[config.mk]
export PLATFORM = sky130hd
export DESIGN_NAME = pulse_channel_sweep_envelope_top
export DESIGN_NICKNAME = d
export VERILOG_FILES = /design/src/rtl/pcse_pkg.sv /design/src/rtl/pulse_channel_sweep_envelope_top.sv /design/src/rtl/pcse_csr.sv /design/src/rtl/pcse_core.sv
export SDC_FILE = /design/constraint.sdc
export NUM_CORES = 1
export LEC_CHECK = 0
export ABC_CLOCK_PERIOD_IN_PS = 6400
export BUFFER_PORTS_ARGS = -buffer_cell sky130_fd_sc_hd__buf_4
export CORE_ASPECT_RATIO = 1.75
export CORE_MARGIN = 1
export CORE_UTILIZATION = 30
export CTS_BUF_LIST = sky130_fd_sc_hd__clkbuf_4
export DETAILED_ROUTE_END_ITERATION = 7
export RECOVER_POWER = 100
export SETUP_SLACK_MARGIN = 0.05
export SYNTH_ARGS = -nofsm -noshare
export SYNTH_HDL_FRONTEND = slang
export SYNTH_SLANG_ARGS = --single-unit
export TNS_END_PERCENT = 20
[constraint.sdc]
create_clock -name clock -period 6.4 [get_ports clock]
set_clock_uncertainty 0.1 [all_clocks]
set_input_delay 0.32 -clock clock [delete_from_list [all_inputs] [get_ports clock]]
set_output_delay 0.32 -clock clock [all_outputs]
set_load 0.005 [all_outputs]
[src/rtl/pcse_pkg.sv]
// types, codes and helpers shared by the pulse channel files
package pcse_pkg;

   // event codes carried in req_type
   localparam logic [3:0] EV_TICK       = 4'd0;
   localparam logic [3:0] EV_LEN_CLK    = 4'd1;
   localparam logic [3:0] EV_ENV_CLK    = 4'd2;
   localparam logic [3:0] EV_SWEEP_CLK  = 4'd3;
   localparam logic [3:0] EV_TRIGGER    = 4'd4;
   localparam logic [3:0] EV_FREQ_LO    = 4'd5;
   localparam logic [3:0] EV_FREQ_HI    = 4'd6;
   localparam logic [3:0] EV_LEN_LOAD   = 4'd7;
   localparam logic [3:0] EV_LEN_ENABLE = 4'd8;

   // configuration register indexes
   localparam logic [2:0] CSR_SWEEP_PERIOD   = 3'd0;
   localparam logic [2:0] CSR_SWEEP_SUBTRACT = 3'd1;
   localparam logic [2:0] CSR_SWEEP_SHIFT    = 3'd2;
   localparam logic [2:0] CSR_DUTY_SELECT    = 3'd3;
   localparam logic [2:0] CSR_ENV_START_VOL  = 3'd4;
   localparam logic [2:0] CSR_ENV_INCREASE   = 3'd5;
   localparam logic [2:0] CSR_ENV_PERIOD     = 3'd6;

   localparam logic [3:0]  SWEEP_IDLE_RELOAD = 4'd8;
   localparam logic [11:0] TIMER_BASE        = 12'd2048;
   localparam logic [6:0]  LENGTH_FULL       = 7'd64;
   localparam logic [3:0]  VOLUME_MAX        = 4'd15;

   typedef struct packed {
      logic [3:0] req_type;
      logic [7:0] data_byte;
      logic       length_on;
      logic       extra_clock_cond;
   } req_beat_type;

   typedef struct packed {
      logic [3:0]  amplitude;
      logic        channel_on;
      logic [10:0] frequency;
   } rsp_beat_type;

   typedef struct packed {
      logic [2:0] sweep_period;
      logic       sweep_subtract;
      logic [2:0] sweep_shift;
      logic [1:0] duty_select;
      logic [3:0] env_start_volume;
      logic       env_increase;
      logic [2:0] env_period;
   } cfg_type;

   // duty waveforms, msb first
   function automatic logic duty_bit(input logic [1:0] sel, input logic [2:0] pos);
      logic [7:0] pattern;
      case (sel)
         2'd0:    pattern = 8'b0000_0001;
         2'd1:    pattern = 8'b0000_0011;
         2'd2:    pattern = 8'b0000_1111;
         default: pattern = 8'b1111_1100;
      endcase
      return pattern[3'd7 - pos];
   endfunction

   // sweep target, bit 11 set means overflow past the 11-bit range
   function automatic logic [11:0] sweep_target(input logic [10:0] shadow,
                                                input logic [2:0]  shift,
                                                input logic        subtract);
      logic [10:0] delta;
      delta = shadow >> shift;
      if (subtract) return {1'b0, shadow} - {1'b0, delta};
      else          return {1'b0, shadow} + {1'b0, delta};
   endfunction

endpackage

[src/rtl/pulse_channel_sweep_envelope_top.sv]
// top level of the pulse channel with sweep, envelope and length counter
// a beat waits in the input register, and its result is registered in the result register on rsp
// throughput: one beat per cycle while not stalled, set by the single-pass state update in pcse_core
// req_stall rises only while both the input register and the result register are full
// and the result is held off by rsp_stall
// reset (synchronous, active high) empties both registers and clears all channel state
module pulse_channel_sweep_envelope_top
   import pcse_pkg::*;
(
   input  logic         clock,
   input  logic         reset,
   // event channel
   input  logic         req_valid,
   output logic         req_stall,
   input  req_beat_type req_data,
   // result channel
   output logic         rsp_valid,
   input  logic         rsp_stall,
   output rsp_beat_type rsp_data,
   // configuration writes
   input  logic         csr_valid,
   output logic         csr_ready,
   input  logic [2:0]   csr_index,
   input  logic [7:0]   csr_wdata
);

   cfg_type      cfg;
   rsp_beat_type next_result;

   // input register holds the accepted beat until the core has consumed it
   logic         in_valid_ff, in_valid_in;
   req_beat_type in_beat_ff;
   // result register, parts the result side from the event side
   logic         out_valid_ff, out_valid_in;
   rsp_beat_type out_beat_ff;

   logic req_take;
   logic advance;

   // the core steps whenever a beat is held and the result register is free or being emptied
   assign advance   = in_valid_ff && (!out_valid_ff || !rsp_stall);
   assign req_stall = in_valid_ff && !advance;
   assign req_take  = req_valid && !req_stall;

   assign in_valid_in  = req_take || (in_valid_ff && !advance);
   assign out_valid_in = advance || (out_valid_ff && rsp_stall);

   assign rsp_valid = out_valid_ff;
   assign rsp_data  = out_beat_ff;

   pcse_csr u_csr (
      .clock     (clock),
      .reset     (reset),
      .csr_valid (csr_valid),
      .csr_ready (csr_ready),
      .csr_index (csr_index),
      .csr_wdata (csr_wdata),
      .cfg       (cfg)
   );

   // all state changes land at the edge where the beat moves on
   pcse_core u_core (
      .clock  (clock),
      .reset  (reset),
      .cfg    (cfg),
      .step   (advance),
      .item   (in_beat_ff),
      .result (next_result)
   );

   always_ff @(posedge clock) begin
      if (reset) begin
         in_valid_ff  <= 1'b0;
         out_valid_ff <= 1'b0;
      end else begin
         in_valid_ff  <= in_valid_in;
         out_valid_ff <= out_valid_in;
      end
   end

   // payload registers, no reset needed
   always_ff @(posedge clock) begin
      if (req_take) begin
         in_beat_ff <= req_data;
      end
      if (advance) begin
         out_beat_ff <= next_result;
      end
   end

endmodule

[src/rtl/pcse_csr.sv]
// configuration register bank of the pulse channel
module pcse_csr
   import pcse_pkg::*;
(
   input  logic       clock,
   input  logic       reset,
   input  logic       csr_valid,
   output logic       csr_ready,
   input  logic [2:0] csr_index,
   input  logic [7:0] csr_wdata,
   output cfg_type    cfg
);

   cfg_type cfg_ff, cfg_in;

   assign csr_ready = 1'b1;
   assign cfg       = cfg_ff;

   always_comb begin
      cfg_in = cfg_ff;
      if (csr_valid) begin
         unique case (csr_index)
            CSR_SWEEP_PERIOD:   cfg_in.sweep_period     = csr_wdata[2:0];
            CSR_SWEEP_SUBTRACT: cfg_in.sweep_subtract   = csr_wdata[0];
            CSR_SWEEP_SHIFT:    cfg_in.sweep_shift      = csr_wdata[2:0];
            CSR_DUTY_SELECT:    cfg_in.duty_select      = csr_wdata[1:0];
            CSR_ENV_START_VOL:  cfg_in.env_start_volume = csr_wdata[3:0];
            CSR_ENV_INCREASE:   cfg_in.env_increase     = csr_wdata[0];
            CSR_ENV_PERIOD:     cfg_in.env_period       = csr_wdata[2:0];
            default:            cfg_in = cfg_ff;
         endcase
      end
   end

   always_ff @(posedge clock) begin
      if (reset) begin
         cfg_ff <= '0;
      end else begin
         cfg_ff <= cfg_in;
      end
   end

endmodule

[src/rtl/pcse_core.sv]
// channel state and its per-event update
module pcse_core
   import pcse_pkg::*;
(
   input  logic         clock,
   input  logic         reset,
   input  cfg_type      cfg,
   input  logic         step,
   input  req_beat_type item,
   output rsp_beat_type result
);

   logic [13:0] period_count_ff, period_count_in;
   logic [2:0]  duty_position_ff, duty_position_in;
   logic [10:0] freq_value_ff, freq_value_in;
   logic [10:0] shadow_value_ff, shadow_value_in;
   logic [3:0]  sweep_count_ff, sweep_count_in;
   logic        sweep_active_ff, sweep_active_in;
   logic [2:0]  env_count_ff, env_count_in;
   logic [3:0]  volume_now_ff, volume_now_in;
   logic [6:0]  length_count_ff, length_count_in;
   logic        length_active_ff, length_active_in;
   logic        enabled_flag_ff, enabled_flag_in;

   logic [11:0] sweep_first, sweep_second, trig_check;
   logic [3:0]  sweep_dec, sweep_reload;
   logic [2:0]  env_dec;
   logic [6:0]  length_dec;
   logic [11:0] timer_span;

   // sweep: first calc on shadow, second on the freshly stored value
   assign sweep_first  = sweep_target(shadow_value_ff, cfg.sweep_shift, cfg.sweep_subtract);
   assign sweep_second = sweep_target(sweep_first[10:0], cfg.sweep_shift, cfg.sweep_subtract);
   assign trig_check   = sweep_target(freq_value_ff, cfg.sweep_shift, cfg.sweep_subtract);

   assign sweep_dec    = (sweep_count_ff != 4'd0) ? sweep_count_ff - 4'd1 : 4'd0;
   assign sweep_reload = (cfg.sweep_period != 3'd0) ? {1'b0, cfg.sweep_period}
                                                     : SWEEP_IDLE_RELOAD;
   assign env_dec      = (env_count_ff != 3'd0) ? env_count_ff - 3'd1 : 3'd0;
   assign length_dec   = (length_count_ff != 7'd0) ? length_count_ff - 7'd1 : 7'd0;
   assign timer_span   = TIMER_BASE - {1'b0, freq_value_ff};

   always_comb begin
      period_count_in  = period_count_ff;
      duty_position_in = duty_position_ff;
      freq_value_in    = freq_value_ff;
      shadow_value_in  = shadow_value_ff;
      sweep_count_in   = sweep_count_ff;
      sweep_active_in  = sweep_active_ff;
      env_count_in     = env_count_ff;
      volume_now_in    = volume_now_ff;
      length_count_in  = length_count_ff;
      length_active_in = length_active_ff;
      enabled_flag_in  = enabled_flag_ff;

      unique case (item.req_type)
         EV_TICK: begin
            if (period_count_ff <= 14'd1) begin
               period_count_in  = {timer_span, 2'b00};
               duty_position_in = duty_position_ff + 3'd1;
            end else begin
               period_count_in = period_count_ff - 14'd1;
            end
         end
         EV_LEN_CLK: begin
            if (length_active_ff) begin
               length_count_in = length_dec;
               if (length_dec == 7'd0) enabled_flag_in = 1'b0;
            end
         end
         EV_ENV_CLK: begin
            if (cfg.env_period != 3'd0) begin
               if (env_dec == 3'd0) begin
                  env_count_in = cfg.env_period;
                  if (cfg.env_increase && volume_now_ff < VOLUME_MAX)
                     volume_now_in = volume_now_ff + 4'd1;
                  else if (!cfg.env_increase && volume_now_ff != 4'd0)
                     volume_now_in = volume_now_ff - 4'd1;
               end else begin
                  env_count_in = env_dec;
               end
            end
         end
         EV_SWEEP_CLK: begin
            if (sweep_dec == 4'd0) begin
               sweep_count_in = sweep_reload;
               if (sweep_active_ff && cfg.sweep_period != 3'd0) begin
                  if (sweep_first[11]) begin
                     enabled_flag_in = 1'b0;
                  end else if (cfg.sweep_shift != 3'd0) begin
                     freq_value_in   = sweep_first[10:0];
                     shadow_value_in = sweep_first[10:0];
                     if (sweep_second[11]) enabled_flag_in = 1'b0;
                  end
               end
            end else begin
               sweep_count_in = sweep_dec;
            end
         end
         EV_TRIGGER: begin
            enabled_flag_in = !(cfg.sweep_shift != 3'd0 && trig_check[11]);
            shadow_value_in = freq_value_ff;
            sweep_count_in  = sweep_reload;
            sweep_active_in = (cfg.sweep_period != 3'd0) || (cfg.sweep_shift != 3'd0);
            volume_now_in   = cfg.env_start_volume;
            env_count_in    = cfg.env_period;
            if (length_count_ff == 7'd0) length_count_in = LENGTH_FULL;
         end
         EV_FREQ_LO: freq_value_in = {freq_value_ff[10:8], item.data_byte};
         EV_FREQ_HI: freq_value_in = {item.data_byte[2:0], freq_value_ff[7:0]};
         EV_LEN_LOAD: length_count_in = LENGTH_FULL - {1'b0, item.data_byte[5:0]};
         EV_LEN_ENABLE: begin
            if (!length_active_ff && item.length_on && item.extra_clock_cond) begin
               length_active_in = 1'b1;
               length_count_in  = length_dec;
               if (length_dec == 7'd0) enabled_flag_in = 1'b0;
            end else begin
               length_active_in = item.length_on;
            end
         end
         default: ;
      endcase
   end

   assign result.amplitude  = duty_bit(cfg.duty_select, duty_position_in) ? volume_now_in
                                                                          : 4'd0;
   assign result.channel_on = enabled_flag_in;
   assign result.frequency  = freq_value_in;

   always_ff @(posedge clock) begin
      if (reset) begin
         period_count_ff  <= '0;
         duty_position_ff <= '0;
         freq_value_ff    <= '0;
         shadow_value_ff  <= '0;
         sweep_count_ff   <= '0;
         sweep_active_ff  <= 1'b0;
         env_count_ff     <= '0;
         volume_now_ff    <= '0;
         length_count_ff  <= '0;
         length_active_ff <= 1'b0;
         enabled_flag_ff  <= 1'b0;
      end else if (step) begin
         period_count_ff  <= period_count_in;
         duty_position_ff <= duty_position_in;
         freq_value_ff    <= freq_value_in;
         shadow_value_ff  <= shadow_value_in;
         sweep_count_ff   <= sweep_count_in;
         sweep_active_ff  <= sweep_active_in;
         env_count_ff     <= env_count_in;
         volume_now_ff    <= volume_now_in;
         length_count_ff  <= length_count_in;
         length_active_ff <= length_active_in;
         enabled_flag_ff  <= enabled_flag_in;
      end
   end

endmodule

==> reports/summary.md <==
Outcome
* complete, but fails checks — status
* max-capacitance violations, max-slew violations — failing checks

Logic synthesis
* 87 — number of unique standard cell types used by synthesis
* dfxtp_1 18%, edfxtp_1 10%, nor2_1 8.0% — most area-consuming cells after synthesis
* 1151 — cell count after synthesis
* 0% — async set-reset flop share out of synthesis
* 1226 — post-synth net total
* 0 — number of warnings printed during yosys synthesis
* 7.71 µm² — mean area per synthesized cell
* nor2_1 — most common cell in the netlist
* 109 — flop and latch count out of synthesis
* 28.0% — share of the yosys chip area belonging to registers
* 0.00888 mm² — mapped cell area
* 30 — count of flip-flops with a built-in enable after synthesis
* dfxtp_1 — most area-hungry cell type in the Yosys netlist
* 189 x nor2_1, 108 x a21oi_1, 97 x nand2_1 — commonest cells in the netlist
* dfxtp_1 — Primary FF master, synth
* 17.8% — fraction of post-synthesis cell area in the top cell type by area

Clock network
* built — clock tree from TritonCTS
* 2 — CTS max path bufs
* 0.18 ns — register clock-pin slew on the reported worst setup and hold paths
* 109 — number of clock sinks seen by CTS
* 3 — number of H-tree branching levels
* 0.54 ns — insertion delay of the later-clocked pin in the worst-skew pair
* clkbuf_4 — cell chosen for the clock root
* 9 — number of buffers inserted during clock tree synthesis

Setup path
* rsp_data[11] — capture point of the worst reg-to-reg path
* 8 — maximum fanout along the worst path
* 6.50 ns — arrival time reported for the critical path endpoint
* flop — sort of element at the start of the critical path
* u_csr.cfg[10] — worst setup path startpoint
* flop — sort of element at the end of the critical path
* flop to flop — startpoint-to-endpoint class of the critical path
* 0.1 ns — R2R Setup Slk
* 6.59 ns — Critical Path RT
* 27 — R2R depth
* rsp_data[11] — CP Capture Point
* u_csr.cfg[10] — launch point of the worst reg-to-reg path
* mux4_2 — slowest cell on the critical path
* 0.55 ns — Worst path max stage delay
* buf_4 — dominant cell type by count on the critical path

Place
* 43 — IO Port Bufs
* 1563 — DP Cell Count
* 0.00984 mm² — cell area after placement
* 0.880 — routability-driven placement congestion ratio
* 20300 µm — placed wire-length estimate after detailed placement

Drt
* 556 — violation count after the first detailed-routing iteration
* 0 — Antenna Violating Nets Remaining
* 5.46 — Vias/cell
* 8795 — Vias
* 0 — number of design rule violations left after detail routing
* 26900 µm — drt total wl
* 5 — Initial DRT Pass Iterations
* 16.7 µm — wire length per cell

Flow run
* 1 — reported max-cap violation count

Timing
* 0 — Setup-failing EPs final
* 0.159 GHz — maximum clock frequency
* 6.30 ns — Final Critical Period
* 0.0675 ns — worst hold slack
* -36.3% — worst slew margin relative to its limit
* 2.04 ns — worst slew pin tran
* yes — RSZ-0062 raised after global routing
* 40 — number of pins exceeding their max-slew limit in the final report
* 0 — final hold viol count
* 98.5% — portion of the clock cycle consumed by the worst path in the final layout
* 0 ns — total negative setup slack

Power and ir drop
* 38.5% — sw frac
* 47.1% — Logic pwr share
* 35.4% — fraction of power consumed by sequential logic
* 0.159 mV — highest ir drop seen on vdd
* 0.836 mW — switching power summed over all nets
* 1.33 mW — Internal Pwr Total
* 3.95 nW — leakage power
* 17.5% — proportion of power drawn by the clock network
* 2.17 mW — overall power after layout
* 207 mW/mm² — Power per Cell Area

Die
* 230 µm — height of the chip
* 0.0303 mm² — Die Outline Area
* 0.0292 mm² — CORE AREA
* 30.4% — initial standard-cell utilization of the core
* 132 µm — Die X-Extent
* 49 — I/O pin count
* 83 — count of standard-cell rows

Layout
* 1610 — Cell Count, Final, Fillers Out
* 1297 — number of nets at the end of the flow
* 0.00613 mm² — area occupied by multi-input gates
* 16.5% — share of layout cells above drive strength 1
* 0.00249 mm² — register area
* 0.0105 mm² — post-route cell area
* 17.7% — area grow syn2layout
* 3009 — # fillers

Worst hold path
* input pin to flop — class of the most critical hold timing path
* 4 — number of cells on the worst hold path

Global route
* 80 — largest net degree at the start of global routing
* 0 — final global-route overflow total
* 8437 — number of global-route vias before repair
* 1 — antenna violations before repair
* 17.8% — total track usage
* 42900 µm — first-pass GRT wire length

==> worst max-delay path, delay by kind of cell, from the launching register on <==
family	cells	cell delay, ns
compound gates	11	2.05
xor+xnor	2	0.39
fa+ha+maj	2	0.63
buf+inv	3	0.50
flops	1	0.46
mux	2	0.77
simple gates	7	1.18
==> routing by layer <==
layer | track usage (%) | part of all wire, % | up-vias
li1 | - | - | 4293
met1 | 17.9 | 37 | 4198
met2 | 33.2 | 53 | 214
met3 | 2.35 | 2.8 | 90
met4 | 13.2 | 6.6 | 0
met5 | 0 | 0 | -
==> worst min path at each step <==
stage	slack, ns	start	to
2_1_floorplan	0.32	req_data[0]	in_beat_ff[0]
3_3_place_gp	0.36	u_core.period_count_ff[4]	u_core.period_count_ff[4]
3_5_place_dp	0.36	u_core.period_count_ff[4]	u_core.period_count_ff[4]
4_1_cts	0.04	csr_index[1]	u_csr.cfg[13]
5_1_grt	0.07	csr_index[1]	u_csr.cfg[13]
6_report	0.07	csr_index[1]	u_csr.cfg[13]
==> cells by family (layout without fill, tap and decap cells) <==
| family | count (synthesis) | count (layout) | share of synthesized area, % |
|---|---|---|---|
| adders and majority gates | 45 | 45 | 6.43 |
| xor gates and xnor gates | 51 | 51 | 5.20 |
| other | 1 | 2 | 0.0422 |
| buffers and inverters | 116 | 192 | 5.26 |
| and+or+nand+nor | 441 | 441 | 22.9 |
| muxes | 54 | 54 | 7.60 |
| DFF | 109 | 109 | 28.0 |
| AOI/OAI and AO/OA | 334 | 334 | 24.6 |
==> cell usage in the layout, fill, tap and decap left out, drive strengths merged, types with 12 or more instances in the layout <==
master | synthesis | final
a22oi | 12 | 12
a21oi | 108 | 108
buf | 22 | 76
mux2i | 37 | 37
clkbuf | 54 | 49
a221oi | 12 | 12
a211oi | 20 | 20
edfxtp | 30 | 30
ha | 44 | 44
xor2 | 23 | 23
dfxtp | 79 | 79
dlygate4sd3 | 0 | 20
and2 | 14 | 14
inv | 39 | 43
xnor2 | 28 | 28
nor2b | 15 | 15
nand2 | 97 | 97
a31oi | 15 | 15
nand2b | 16 | 16
o21ai | 74 | 74
nor2 | 189 | 189
nor3 | 42 | 42
==> registers in the layout (all words and copies together) (netlist names), 3 cells and up <==
register and count:
u_core.length_count_ff 7, u_core.duty_position_ff 3, u_core.freq_value_ff 11, in_beat_ff 14
u_core.env_count_ff 3, u_csr.cfg 17, u_core.sweep_count_ff 4, u_core.shadow_value_ff 11
u_core.volume_now_ff 4, rsp_data 16, u_core.period_count_ff 14
==> power by group through the flow <==
stage               Clock, mW  Sequential [mW]  Combinational [mW]
finish                  0.379            0.767                1.02
global route            0.416            0.770                1.13
CTS                     0.394            0.766               0.962
detailed placement          0            0.781               0.934
global placement            0            0.781               0.922
floorplan                   0            0.759               0.651
==> area by class of cell <==
cell class              count  area share [%]
diodes                      1          0.0239
clock buffers               9           0.647
clock inverters             7           0.766
inverters                  40            1.44
multi-input cells         926            58.7
flip-flops and latches    109            23.9
well taps                 382            4.57
repair buffers            136            10.0
==> what timing repair did <==
action                                 in CTS  in global routing
pin swaps                                   0                 22
buffers inserted                            0                 10
gates resized for setup                     9                 41
endpoints found under the hold margin      33                  0
hold buffers                               20                  0
setup endpoints to repair                   2                  2
==> metrics by stage <==
step / utilization (%) / worst slack (ns)
after floorplan: - / 0.214
after global placement: 33.7 / -0.0498
after detailed placement: 33.7 / -0.209
after CTS: 35.1 / 0.0657
after global routing: 35.8 / -0.271
final: 35.8 / 0.0957
Power figures use the tool's default switching activity.
